### src/rtl/sifir_pkg.sv
// Shared types and constants of the sub-pixel interpolation filter core
`default_nettype none

package sifir_pkg;

  // window and coefficient geometry
  localparam int NUM_TAPS      = 8;
  localparam int TAP_IDX_W     = $clog2(NUM_TAPS);
  localparam int CFG_IDX_W     = TAP_IDX_W + 1;
  localparam int SAMPLE_W      = 16;
  localparam int COEF_W        = 8;
  localparam int KIND_W        = 3;

  // accumulation widths: product, pair sum, full dot product
  localparam int PROD_W        = SAMPLE_W + COEF_W;
  localparam int PAIR_W        = PROD_W + 1;
  localparam int SUM_W         = PROD_W + TAP_IDX_W;

  // default pixel depth
  localparam int PIXEL_DEPTH_DEF = 8;

  typedef logic signed [SAMPLE_W-1:0] sample_t;
  typedef logic signed [COEF_W-1:0]   coef_t;
  typedef sample_t [NUM_TAPS-1:0]     sample_vec_t;
  typedef coef_t   [NUM_TAPS-1:0]     coef_vec_t;

  // filter modes
  typedef enum logic [KIND_W-1:0] {
    KIND_HPP = 3'd0,  // horizontal pixel to pixel
    KIND_VPP = 3'd1,  // vertical pixel to pixel
    KIND_HPS = 3'd2,  // horizontal pixel to intermediate
    KIND_VPS = 3'd3,  // vertical pixel to intermediate
    KIND_VSP = 3'd4,  // vertical intermediate to pixel
    KIND_VSS = 3'd5   // vertical intermediate to intermediate
  } kind_t;

  // dot product word handed to the rounding stage
  typedef struct packed {
    kind_t                   kind;
    logic signed [SUM_W-1:0] sum;
  } sum_word_t;

endpackage

`default_nettype wire

### src/rtl/subpel_interp_fir_8tap_core.sv
// Top level of the 8-tap sub-pixel interpolation filter core
`default_nettype none

// Sub-pixel interpolation filter: each input word carries an eight-sample
// window (in_tdata) and a filter mode (in_tuser); the core returns one
// 16-bit filtered sample per word, zero for modes 6 and 7. It takes one
// word per clock and keeps that rate as long as out_tready stays high; a
// word passes the multiply, pair-add and final-add stages, then the
// rounding, shift and clip stage that feeds the output register.
// Coefficients go over the cfg port, index 0 to 7; the user must write
// them only while no word is in flight (unchecked by the core). A 4-tap
// chroma filter uses zeros in taps 4 to 7; reset sets the identity (tap 3 = 64).

module subpel_interp_fir_8tap_core #(
  parameter int PIXEL_DEPTH = sifir_pkg::PIXEL_DEPTH_DEF
) (
  input  logic                            clk,
  input  logic                            rst_n,
  // input stream
  input  logic                            in_tvalid,
  output logic                            in_tready,
  input  logic [127:0]                    in_tdata,   // win_s0 .. win_s7, 16 bits each
  input  logic [sifir_pkg::KIND_W-1:0]    in_tuser,   // kind
  // result stream
  output logic                            out_tvalid,
  input  logic                            out_tready,
  output logic [15:0]                     out_tdata,  // filtered
  // coefficient writes
  input  logic                            cfg_valid,
  output logic                            cfg_ready,
  input  logic [sifir_pkg::CFG_IDX_W-1:0] cfg_index,
  input  logic [sifir_pkg::COEF_W-1:0]    cfg_data
);
  import sifir_pkg::*;

  localparam int FILTER_PREC   = 6;
  localparam int INTERNAL_PREC = 14;
  localparam int INTERNAL_OFFS = 8192;
  localparam int HEAD_ROOM     = INTERNAL_PREC - PIXEL_DEPTH;
  localparam int PS_SHIFT      = FILTER_PREC - HEAD_ROOM;
  localparam int SP_SHIFT      = FILTER_PREC + HEAD_ROOM;
  localparam int ACC_W         = SUM_W + 1;
  localparam int OUT_W         = SAMPLE_W;

  localparam logic signed [ACC_W-1:0] RND_FP   = ACC_W'(1 << (FILTER_PREC - 1));
  localparam logic signed [ACC_W-1:0] OFFS_PS  = ACC_W'(INTERNAL_OFFS << PS_SHIFT);
  localparam logic signed [ACC_W-1:0] OFFS_SP  =
    ACC_W'((1 << (SP_SHIFT - 1)) + (INTERNAL_OFFS << FILTER_PREC));
  localparam logic signed [OUT_W-1:0] PIX_MAX  = OUT_W'((1 << PIXEL_DEPTH) - 1);

  coef_vec_t               coef_r;
  sample_vec_t             samp;
  logic                    sum_valid, sum_ready;
  sum_word_t               sum_word;
  logic                    out_valid_r;
  logic [OUT_W-1:0]        out_data_r;
  logic [OUT_W-1:0]        res_nxt;

  logic signed [ACC_W-1:0] acc;
  logic signed [ACC_W-1:0] add_rnd, add_ps, add_sp;
  logic signed [ACC_W-1:0] sh_rnd, sh_ps, sh_sp, sh_plain;
  logic signed [OUT_W-1:0] t_hpp, t_hps;
  logic signed [OUT_W-1:0] r_hpp, r_vpp, r_hps, r_vps, r_vsp, r_vss;

  function automatic logic signed [OUT_W-1:0] clip_pix(input logic signed [OUT_W-1:0] v);
    if (v[OUT_W-1]) return '0;
    if (v > PIX_MAX) return PIX_MAX;
    return v;
  endfunction

  // coefficient registers, identity filter after reset
  assign cfg_ready = 1'b1;
  always_ff @(posedge clk) begin
    if (!rst_n) begin
      for (int i = 0; i < NUM_TAPS; i++) begin
        coef_r[i] <= '0;
      end
      coef_r[3] <= COEF_W'(64);
    end else if (cfg_valid && (cfg_index < CFG_IDX_W'(NUM_TAPS))) begin
      coef_r[cfg_index[TAP_IDX_W-1:0]] <= cfg_data;
    end
  end

  // unpack window
  always_comb begin
    for (int i = 0; i < NUM_TAPS; i++) begin
      samp[i] = in_tdata[i*SAMPLE_W +: SAMPLE_W];
    end
  end

  sifir_dot u_dot (
    .clk       (clk),
    .rst_n     (rst_n),
    .in_valid  (in_tvalid),
    .in_ready  (in_tready),
    .in_kind   (kind_t'(in_tuser)),
    .in_samp   (samp),
    .in_coef   (coef_r),
    .sum_valid (sum_valid),
    .sum_ready (sum_ready),
    .sum_word  (sum_word)
  );

  // rounding, shift, truncation and clip per mode
  always_comb begin
    acc      = ACC_W'(sum_word.sum);
    add_rnd  = acc + RND_FP;
    add_ps   = acc - OFFS_PS;
    add_sp   = acc + OFFS_SP;
    sh_rnd   = add_rnd >>> FILTER_PREC;
    sh_ps    = add_ps >>> PS_SHIFT;
    sh_sp    = add_sp >>> SP_SHIFT;
    sh_plain = acc >>> FILTER_PREC;
    // horizontal modes truncate before the shift
    t_hpp    = add_rnd[OUT_W-1:0];
    t_hps    = add_ps[OUT_W-1:0];
    r_hpp    = clip_pix(t_hpp >>> FILTER_PREC);
    r_vpp    = clip_pix(sh_rnd[OUT_W-1:0]);
    r_hps    = t_hps >>> PS_SHIFT;
    r_vps    = sh_ps[OUT_W-1:0];
    r_vsp    = clip_pix(sh_sp[OUT_W-1:0]);
    r_vss    = sh_plain[OUT_W-1:0];
    case (sum_word.kind)
      KIND_HPP: res_nxt = r_hpp;
      KIND_VPP: res_nxt = r_vpp;
      KIND_HPS: res_nxt = r_hps;
      KIND_VPS: res_nxt = r_vps;
      KIND_VSP: res_nxt = r_vsp;
      KIND_VSS: res_nxt = r_vss;
      default:  res_nxt = '0;
    endcase
  end

  // output register
  assign sum_ready = !out_valid_r || out_tready;
  always_ff @(posedge clk) begin
    if (!rst_n) begin
      out_valid_r <= 1'b0;
    end else if (sum_ready) begin
      out_valid_r <= sum_valid;
    end
  end

  always_ff @(posedge clk) begin
    if (sum_ready) begin
      out_data_r <= res_nxt;
    end
  end

  assign out_tvalid = out_valid_r;
  assign out_tdata  = out_data_r;

endmodule

`default_nettype wire

### src/rtl/sifir_dot.sv
// Three-stage pipelined 8-tap dot product: multiply, pair add, final add
`default_nettype none

module sifir_dot (
  input  logic                   clk,
  input  logic                   rst_n,
  // incoming window word
  input  logic                   in_valid,
  output logic                   in_ready,
  input  sifir_pkg::kind_t       in_kind,
  input  sifir_pkg::sample_vec_t in_samp,
  input  sifir_pkg::coef_vec_t   in_coef,
  // dot product word
  output logic                   sum_valid,
  input  logic                   sum_ready,
  output sifir_pkg::sum_word_t   sum_word
);
  import sifir_pkg::*;

  localparam int NUM_PAIRS = NUM_TAPS / 2;

  logic                     v1_r, v2_r, v3_r;
  logic                     rdy1, rdy2, rdy3;
  logic signed [PROD_W-1:0] prod_r [NUM_TAPS];
  logic signed [PROD_W-1:0] prod_nxt [NUM_TAPS];
  logic signed [PAIR_W-1:0] pair_r [NUM_PAIRS];
  logic signed [PAIR_W-1:0] pair_nxt [NUM_PAIRS];
  logic signed [SUM_W-1:0]  sum_r;
  logic signed [SUM_W-1:0]  sum_nxt;
  kind_t                    kind1_r, kind2_r, kind3_r;

  // a stage takes a new word when empty or when its word moves on
  assign rdy3     = !v3_r || sum_ready;
  assign rdy2     = !v2_r || rdy3;
  assign rdy1     = !v1_r || rdy2;
  assign in_ready = rdy1;

  // products of window samples and coefficients
  always_comb begin
    for (int i = 0; i < NUM_TAPS; i++) begin
      prod_nxt[i] = PROD_W'(in_samp[i]) * PROD_W'(in_coef[i]);
    end
  end

  // adjacent pairs summed
  always_comb begin
    for (int j = 0; j < NUM_PAIRS; j++) begin
      pair_nxt[j] = PAIR_W'(prod_r[2*j]) + PAIR_W'(prod_r[2*j+1]);
    end
  end

  // remaining pair sums folded
  always_comb begin
    sum_nxt = '0;
    for (int j = 0; j < NUM_PAIRS; j++) begin
      sum_nxt = sum_nxt + SUM_W'(pair_r[j]);
    end
  end

  // valid bits
  always_ff @(posedge clk) begin
    if (!rst_n) begin
      v1_r <= 1'b0;
      v2_r <= 1'b0;
      v3_r <= 1'b0;
    end else begin
      if (rdy1) v1_r <= in_valid;
      if (rdy2) v2_r <= v1_r;
      if (rdy3) v3_r <= v2_r;
    end
  end

  // payload registers
  always_ff @(posedge clk) begin
    if (rdy1) begin
      prod_r  <= prod_nxt;
      kind1_r <= in_kind;
    end
    if (rdy2) begin
      pair_r  <= pair_nxt;
      kind2_r <= kind1_r;
    end
    if (rdy3) begin
      sum_r   <= sum_nxt;
      kind3_r <= kind2_r;
    end
  end

  assign sum_valid = v3_r;
  assign sum_word  = '{kind: kind3_r, sum: sum_r};

endmodule

`default_nettype wire

### config.mk
export PLATFORM = sky130hd
export DESIGN_NAME = subpel_interp_fir_8tap_core
export DESIGN_NICKNAME = d
export VERILOG_FILES = /design/src/rtl/sifir_pkg.sv /design/src/rtl/subpel_interp_fir_8tap_core.sv /design/src/rtl/sifir_dot.sv
export SDC_FILE = /design/constraint.sdc
export NUM_CORES = 2
export LEC_CHECK = 0
export ABC_CLOCK_PERIOD_IN_PS = 12400
export BUFFER_PORTS_ARGS = -buffer_cell sky130_fd_sc_hd__buf_2
export CAP_MARGIN = 20
export CORE_AREA = 2 2 299 301
export CTS_CLUSTER_DIAMETER = 30
export DETAILED_ROUTE_END_ITERATION = 12
export DIE_AREA = 0 0 301 303
export GPL_ROUTABILITY_DRIVEN = 0
export PLACE_DENSITY = 0.82
export SLEW_MARGIN = 20
export SYNTH_ARGS = -nofsm -noshare
export SYNTH_HDL_FRONTEND = slang
export SYNTH_HIERARCHICAL = 1
export SYNTH_SLANG_ARGS = --single-unit
### constraint.sdc
create_clock -name clk -period 12.4 [get_ports clk]
set_input_delay 2.48 -clock clk [delete_from_list [all_inputs] [get_ports clk]]
set_output_delay 2.48 -clock clk [all_outputs]
set_load 0.01 [all_outputs]
==> report_table.html <==
<table>
<tr><th>Metric</th><th>Value</th></tr>
<tr><th colspan="2">Final layout</th></tr>
<tr><td>Total of fill cells in the finished design</td><td>6400</td></tr>
<tr><td>Post-route insts no fill</td><td>7110</td></tr>
<tr><td>Area added between synthesis and finish</td><td>8.32%</td></tr>
<tr><td>Number of nets in the finished design</td><td>7392</td></tr>
<tr><td>Ratio of cells with drive above 1 in the final layout</td><td>5.99%</td></tr>
<tr><td>Post-route cell area</td><td>61600 sq um</td></tr>
<tr><th colspan="2">Min path</th></tr>
<tr><td>Worst Hold Launch</td><td>u_dot/kind2_r[1]$_DFFE_PP_</td></tr>
<tr><td>Hold/Removal Path Class</td><td>reg -&gt; reg</td></tr>
<tr><th colspan="2">Floorplan</th></tr>
<tr><td>Area of the core</td><td>88000 sq um</td></tr>
<tr><td>Die Height</td><td>303 um</td></tr>
<tr><td>Initial cell density of the core</td><td>64.6%</td></tr>
<tr><td>Rows</td><td>109</td></tr>
<tr><td>Area enclosed by the die boundary</td><td>91200 sq um</td></tr>
<tr><td>Floorplan die width</td><td>301 um</td></tr>
<tr><td>Num ports</td><td>167</td></tr>
<tr><th colspan="2">Synth</th></tr>
<tr><td>Fraction of the mapped netlist area in compound gates</td><td>7.91%</td></tr>
<tr><td>Mux cell area share after synthesis</td><td>1.26%</td></tr>
<tr><td>Area share of and/or/nand/nor cells after synthesis</td><td>15.7%</td></tr>
<tr><td>Synthesized netlist net count</td><td>7253</td></tr>
<tr><td>Netlist area before placement</td><td>56800 sq um</td></tr>
<tr><td>Area share of the leading cell type in the synthesized netlist</td><td>31.0%</td></tr>
<tr><td>Adder and majority gate portion of the synthesized area</td><td>41.7%</td></tr>
<tr><td>Leading cell type by number of instances after synthesis</td><td>inv_1</td></tr>
<tr><td>Prevailing post-synth register cell</td><td>edfxtp_1</td></tr>
<tr><td>Dominant cells by area after synthesis</td><td>fa_1 31%, edfxtp_1 18%, ha_1 11%</td></tr>
<tr><td>Combinational family with the most area after synthesis</td><td>adder cells</td></tr>
<tr><td>Number of standard cells after synthesis</td><td>5739</td></tr>
<tr><td>Register area share after synthesis</td><td>20.6%</td></tr>
<tr><td>Count of yosys warnings during synthesis</td><td>6</td></tr>
<tr><td>Async S/R FF share, synth</td><td>0%</td></tr>
<tr><td>Average cell area after synthesis</td><td>9.91 sq um</td></tr>
<tr><td>Synthesized-area fraction occupied by xor and xnor cells</td><td>4.54%</td></tr>
<tr><td>Cell taking the most area after synthesis</td><td>fa_1</td></tr>
<tr><td>EDFF count, synth</td><td>344</td></tr>
<tr><td>Register bit count reported by yosys</td><td>412</td></tr>
<tr><td>List of most frequent post-synthesis cells</td><td>1146 x inv_1, 879 x fa_1, 706 x and2_1, 487 x ha_1, 344 x edfxtp_1</td></tr>
<tr><td>Unique cell type count in the Yosys netlist</td><td>90</td></tr>
<tr><th colspan="2">Placed design</th></tr>
<tr><td>Instance count after placement with tap cells included</td><td>6962</td></tr>
<tr><td>Number of port buffers</td><td>165</td></tr>
<tr><td>Placed Instance Area</td><td>58800 sq um</td></tr>
<tr><td>Worst setup slack before clock tree synthesis</td><td>5.11 ns</td></tr>
<tr><td>Placed wire-length estimate after detailed placement</td><td>102 mm</td></tr>
<tr><th colspan="2">CTS</th></tr>
<tr><td>CTS tree</td><td>built</td></tr>
<tr><td>Number of levels the H-tree was split into</td><td>3</td></tr>
<tr><td>Post_cts resized</td><td>0</td></tr>
<tr><td>Quantity of hold-fixing buffers added after cts</td><td>0</td></tr>
<tr><td>Clk Tree Root Cell</td><td>clkbuf_16</td></tr>
<tr><td>Clock Pin Slew Worst Setup and Hold Paths</td><td>0.04 ns</td></tr>
<tr><td>Clock insertion delay at the later pin of the skew report</td><td>0.62 ns</td></tr>
<tr><td>Number of buffers on the longest clock path</td><td>3</td></tr>
<tr><td>Post-CTS setup buffers</td><td>0</td></tr>
<tr><td>CTS Sinks</td><td>412</td></tr>
<tr><td>Number of buffers created by CTS</td><td>78</td></tr>
<tr><th colspan="2">STA</th></tr>
<tr><td>RSZ-0062 raised after global routing</td><td>no</td></tr>
<tr><td>Actual slew at the worst max-slew pin</td><td>1.04 ns</td></tr>
<tr><td>Clock skew</td><td>0.0244 ns</td></tr>
<tr><td>Headroom to the max-slew limit</td><td>30.6%</td></tr>
<tr><td>Min Clock Period, post-route</td><td>6.76 ns</td></tr>
<tr><td>Highest clock frequency the design can meet</td><td>148 MHz</td></tr>
<tr><td>Hold_ws</td><td>0.417 ns</td></tr>
<tr><td>Final cycle utilization of the critical path</td><td>54.5%</td></tr>
<tr><td>Pins over their slew limit</td><td>0</td></tr>
<tr><td>Count of final setup violators</td><td>0</td></tr>
<tr><td>Sum of negative setup slack</td><td>0 ns</td></tr>
<tr><td>Hold Vio Cnt, Final</td><td>0</td></tr>
<tr><td>PnR worst setup slack</td><td>5.64 ns</td></tr>
<tr><th colspan="2">Drt</th></tr>
<tr><td>Detail-routed net length per standard cell</td><td>18.8 um</td></tr>
<tr><td>Total via count in the routed design</td><td>40948</td></tr>
<tr><td>Antenna viol nets, final</td><td>0</td></tr>
<tr><td>Count of routing violations after the opening detailed-route iteration</td><td>2991</td></tr>
<tr><td>DRC errors left</td><td>0</td></tr>
<tr><td>Vias per cell</td><td>5.76</td></tr>
<tr><td>First-pass detailed-route iteration total</td><td>6</td></tr>
<tr><td>DRT Wirelength</td><td>134 mm</td></tr>
<tr><th colspan="2">Setup path</th></tr>
<tr><td>Delay-heaviest family, CP</td><td>simple AND/OR/NAND/NOR gates</td></tr>
<tr><td>Cell count along the critical path</td><td>5</td></tr>
<tr><td>Worst reg2reg path startpoint</td><td>coef_r[2]$_SDFFE_PN0P_</td></tr>
<tr><td>Critical path cell sequence</td><td>buf_2 -&gt; nand2b_1 -&gt; nor2b_1 -&gt; nand3_4 -&gt; buf_2</td></tr>
<tr><td>Peak per-stage delay on the critical path</td><td>0.64 ns</td></tr>
<tr><td>Crit path launch</td><td>out_tready</td></tr>
<tr><td>Reg-to-reg endpoint</td><td>u_dot/prod_r[191]$_DFFE_PP_</td></tr>
<tr><td>Endpoint of the most critical setup path</td><td>in_tready</td></tr>
<tr><td>Crit Path Category</td><td>in -&gt; out</td></tr>
<tr><td>Category of the worst setup path capture point</td><td>output port</td></tr>
<tr><td>Cell mode on critical path</td><td>buf_2</td></tr>
<tr><td>Worst setup SP type</td><td>primary input</td></tr>
<tr><td>Slowest cell on the critical path</td><td>nor2b_1</td></tr>
<tr><td>Worst setup slack for register-to-register paths</td><td>6.86 ns</td></tr>
<tr><td>Arrival @ worst endpoint</td><td>4.28 ns</td></tr>
<tr><td>Count of buffering cells on the critical path with inverters included</td><td>2</td></tr>
<tr><td>Depth of the most critical reg-to-reg path</td><td>17</td></tr>
<tr><td>Critical Path RT</td><td>9.92 ns</td></tr>
<tr><td>Max Fanout on Critical Path</td><td>18</td></tr>
<tr><th colspan="2">Global routing</th></tr>
<tr><td>Antenna violations before repair</td><td>3</td></tr>
<tr><td>Via count of the first global-routing pass</td><td>43484</td></tr>
<tr><td>Largest net degree at the start of global routing</td><td>80</td></tr>
<tr><td>Global-route wire length before repair</td><td>220 mm</td></tr>
<tr><td>Final global-route overflow total</td><td>0</td></tr>
<tr><td>Total Routing Usage GR</td><td>30.2%</td></tr>
<tr><th colspan="2">Pwr</th></tr>
<tr><td>Maximum vdd drop</td><td>0.138 mV</td></tr>
<tr><td>Ratio of total power to cell area</td><td>90.6 nW/um^2</td></tr>
<tr><td>Leakage Power</td><td>31.3 nW</td></tr>
<tr><th colspan="2">Job</th></tr>
<tr><td>Number of max-cap violations</td><td>0</td></tr>
<tr><th colspan="2">Status</th></tr>
<tr><td>Outcome</td><td>completed</td></tr>
</table>
sequential cells by signal, indices dropped and copies added (netlist names):
name	count
coef_r	64
u_dot/v2_r	1
u_dot/kind3_r	3
u_dot/kind2_r	3
u_dot/pair_r	100
u_dot/sum_valid	1
out_tvalid	1
u_dot/prod_r	192
out_tdata	16
u_dot/sum_r	27
u_dot/v1_r	1
u_dot/kind1_r	3
cell type report:
cell class              instances  area, sq um  share of cell area (%)
flip-flops and latches        412        11700                    19.0
repair buffers                172          886                    1.44
diodes                          1         2.50                 0.00406
well taps                    1165         1460                    2.37
inverters                    1146         4300                    6.99
clock inverters                59          771                    1.25
clock buffers                  87         2040                    3.31
multi-input cells            4068        40400                    65.7
power by group:
group	leakage [nW]	switching [mW]	total, mW	internal, mW
Combinational	25.4	0.852	1.44	0.584
Sequential	4.62	0.176	1.89	1.71
Clock	1.36	0.802	2.25	1.45
layer usage:
layer	global-route usage (%)	part of all wire, %	vias to the layer above
li1	-	-	18570
met1	39.9	41	20559
met2	51.8	49	1517
met3	4.01	6.1	296
met4	10.3	3.1	6
met5	0	0.034	-
per-stage QoR:
stage | power [mW] | util (%)
6_report | 5.58 | 70.0
2_1_floorplan | 2.85 | -
3_3_place_gp | 3.23 | 66.8
5_1_grt | 5.82 | 70.0
3_5_place_dp | 3.29 | 66.8
4_1_cts | 5.56 | 70.0
worst min path at each step:
stage / end / slack (ns) / cells after the start
after floorplan: u_dot/kind2_r[0]$_DFFE_PP_ / 0.40 / 0
after CTS: u_dot/kind3_r[1]$_DFFE_PP_ / 0.42 / 0
after global placement: u_dot/kind3_r[1]$_DFFE_PP_ / 0.40 / 0
final: u_dot/kind3_r[1]$_DFFE_PP_ / 0.42 / 0
after detailed placement: u_dot/kind3_r[1]$_DFFE_PP_ / 0.41 / 0
after global routing: u_dot/kind3_r[1]$_DFFE_PP_ / 0.42 / 0
cells in the final DEF, fill, tap and decap left out, drive strengths merged, types with 16 or more instances in the layout:
cell type  count
a21oi        198
xor2          73
clkbuf        87
dfxtp         68
nor2b         96
xnor2        222
buf          172
a211oi        28
nor3          67
o31ai         17
nand2        316
a31oi         28
nand2b        53
and3          23
edfxtp       344
mux2i         67
and2         706
o21ai        113
a21o          99
inv         1170
o21a          31
ha           487
clkinv        16
nand3         70
nand4         35
o21bai        38
a21boi        20
fa           879
nor2         233
worst register-to-register path, stage by stage, from the launching register on:
cell and delay (ns):
dfxtp_1 0.83, nand2_1 0.18, fa_1 0.56, inv_1 0.05, fa_1 0.48, fa_1 0.51, inv_1 0.06, fa_1 0.48
inv_1 0.04, ha_1 0.37, a21o_1 0.21, a21oi_1 0.21, nor3b_1 0.31, a211oi_1 0.17, nor3_1 0.39, o41ai_1 0.15
a21oi_1 0.22, xnor2_1 0.08
cell families (layout without fill, tap and decap cells):
group	count (synthesis)	count (layout)
buffers and inverters	1259	1464
AO/OA/AOI/OAI	678	678
AND/OR/NAND/NOR	1657	1657
XOR/XNOR	295	295
other	1	2
multiplexers	71	71
adder cells (fa/ha/maj)	1366	1366
flip-flops	412	412
(Power assumes the default switching activity.)
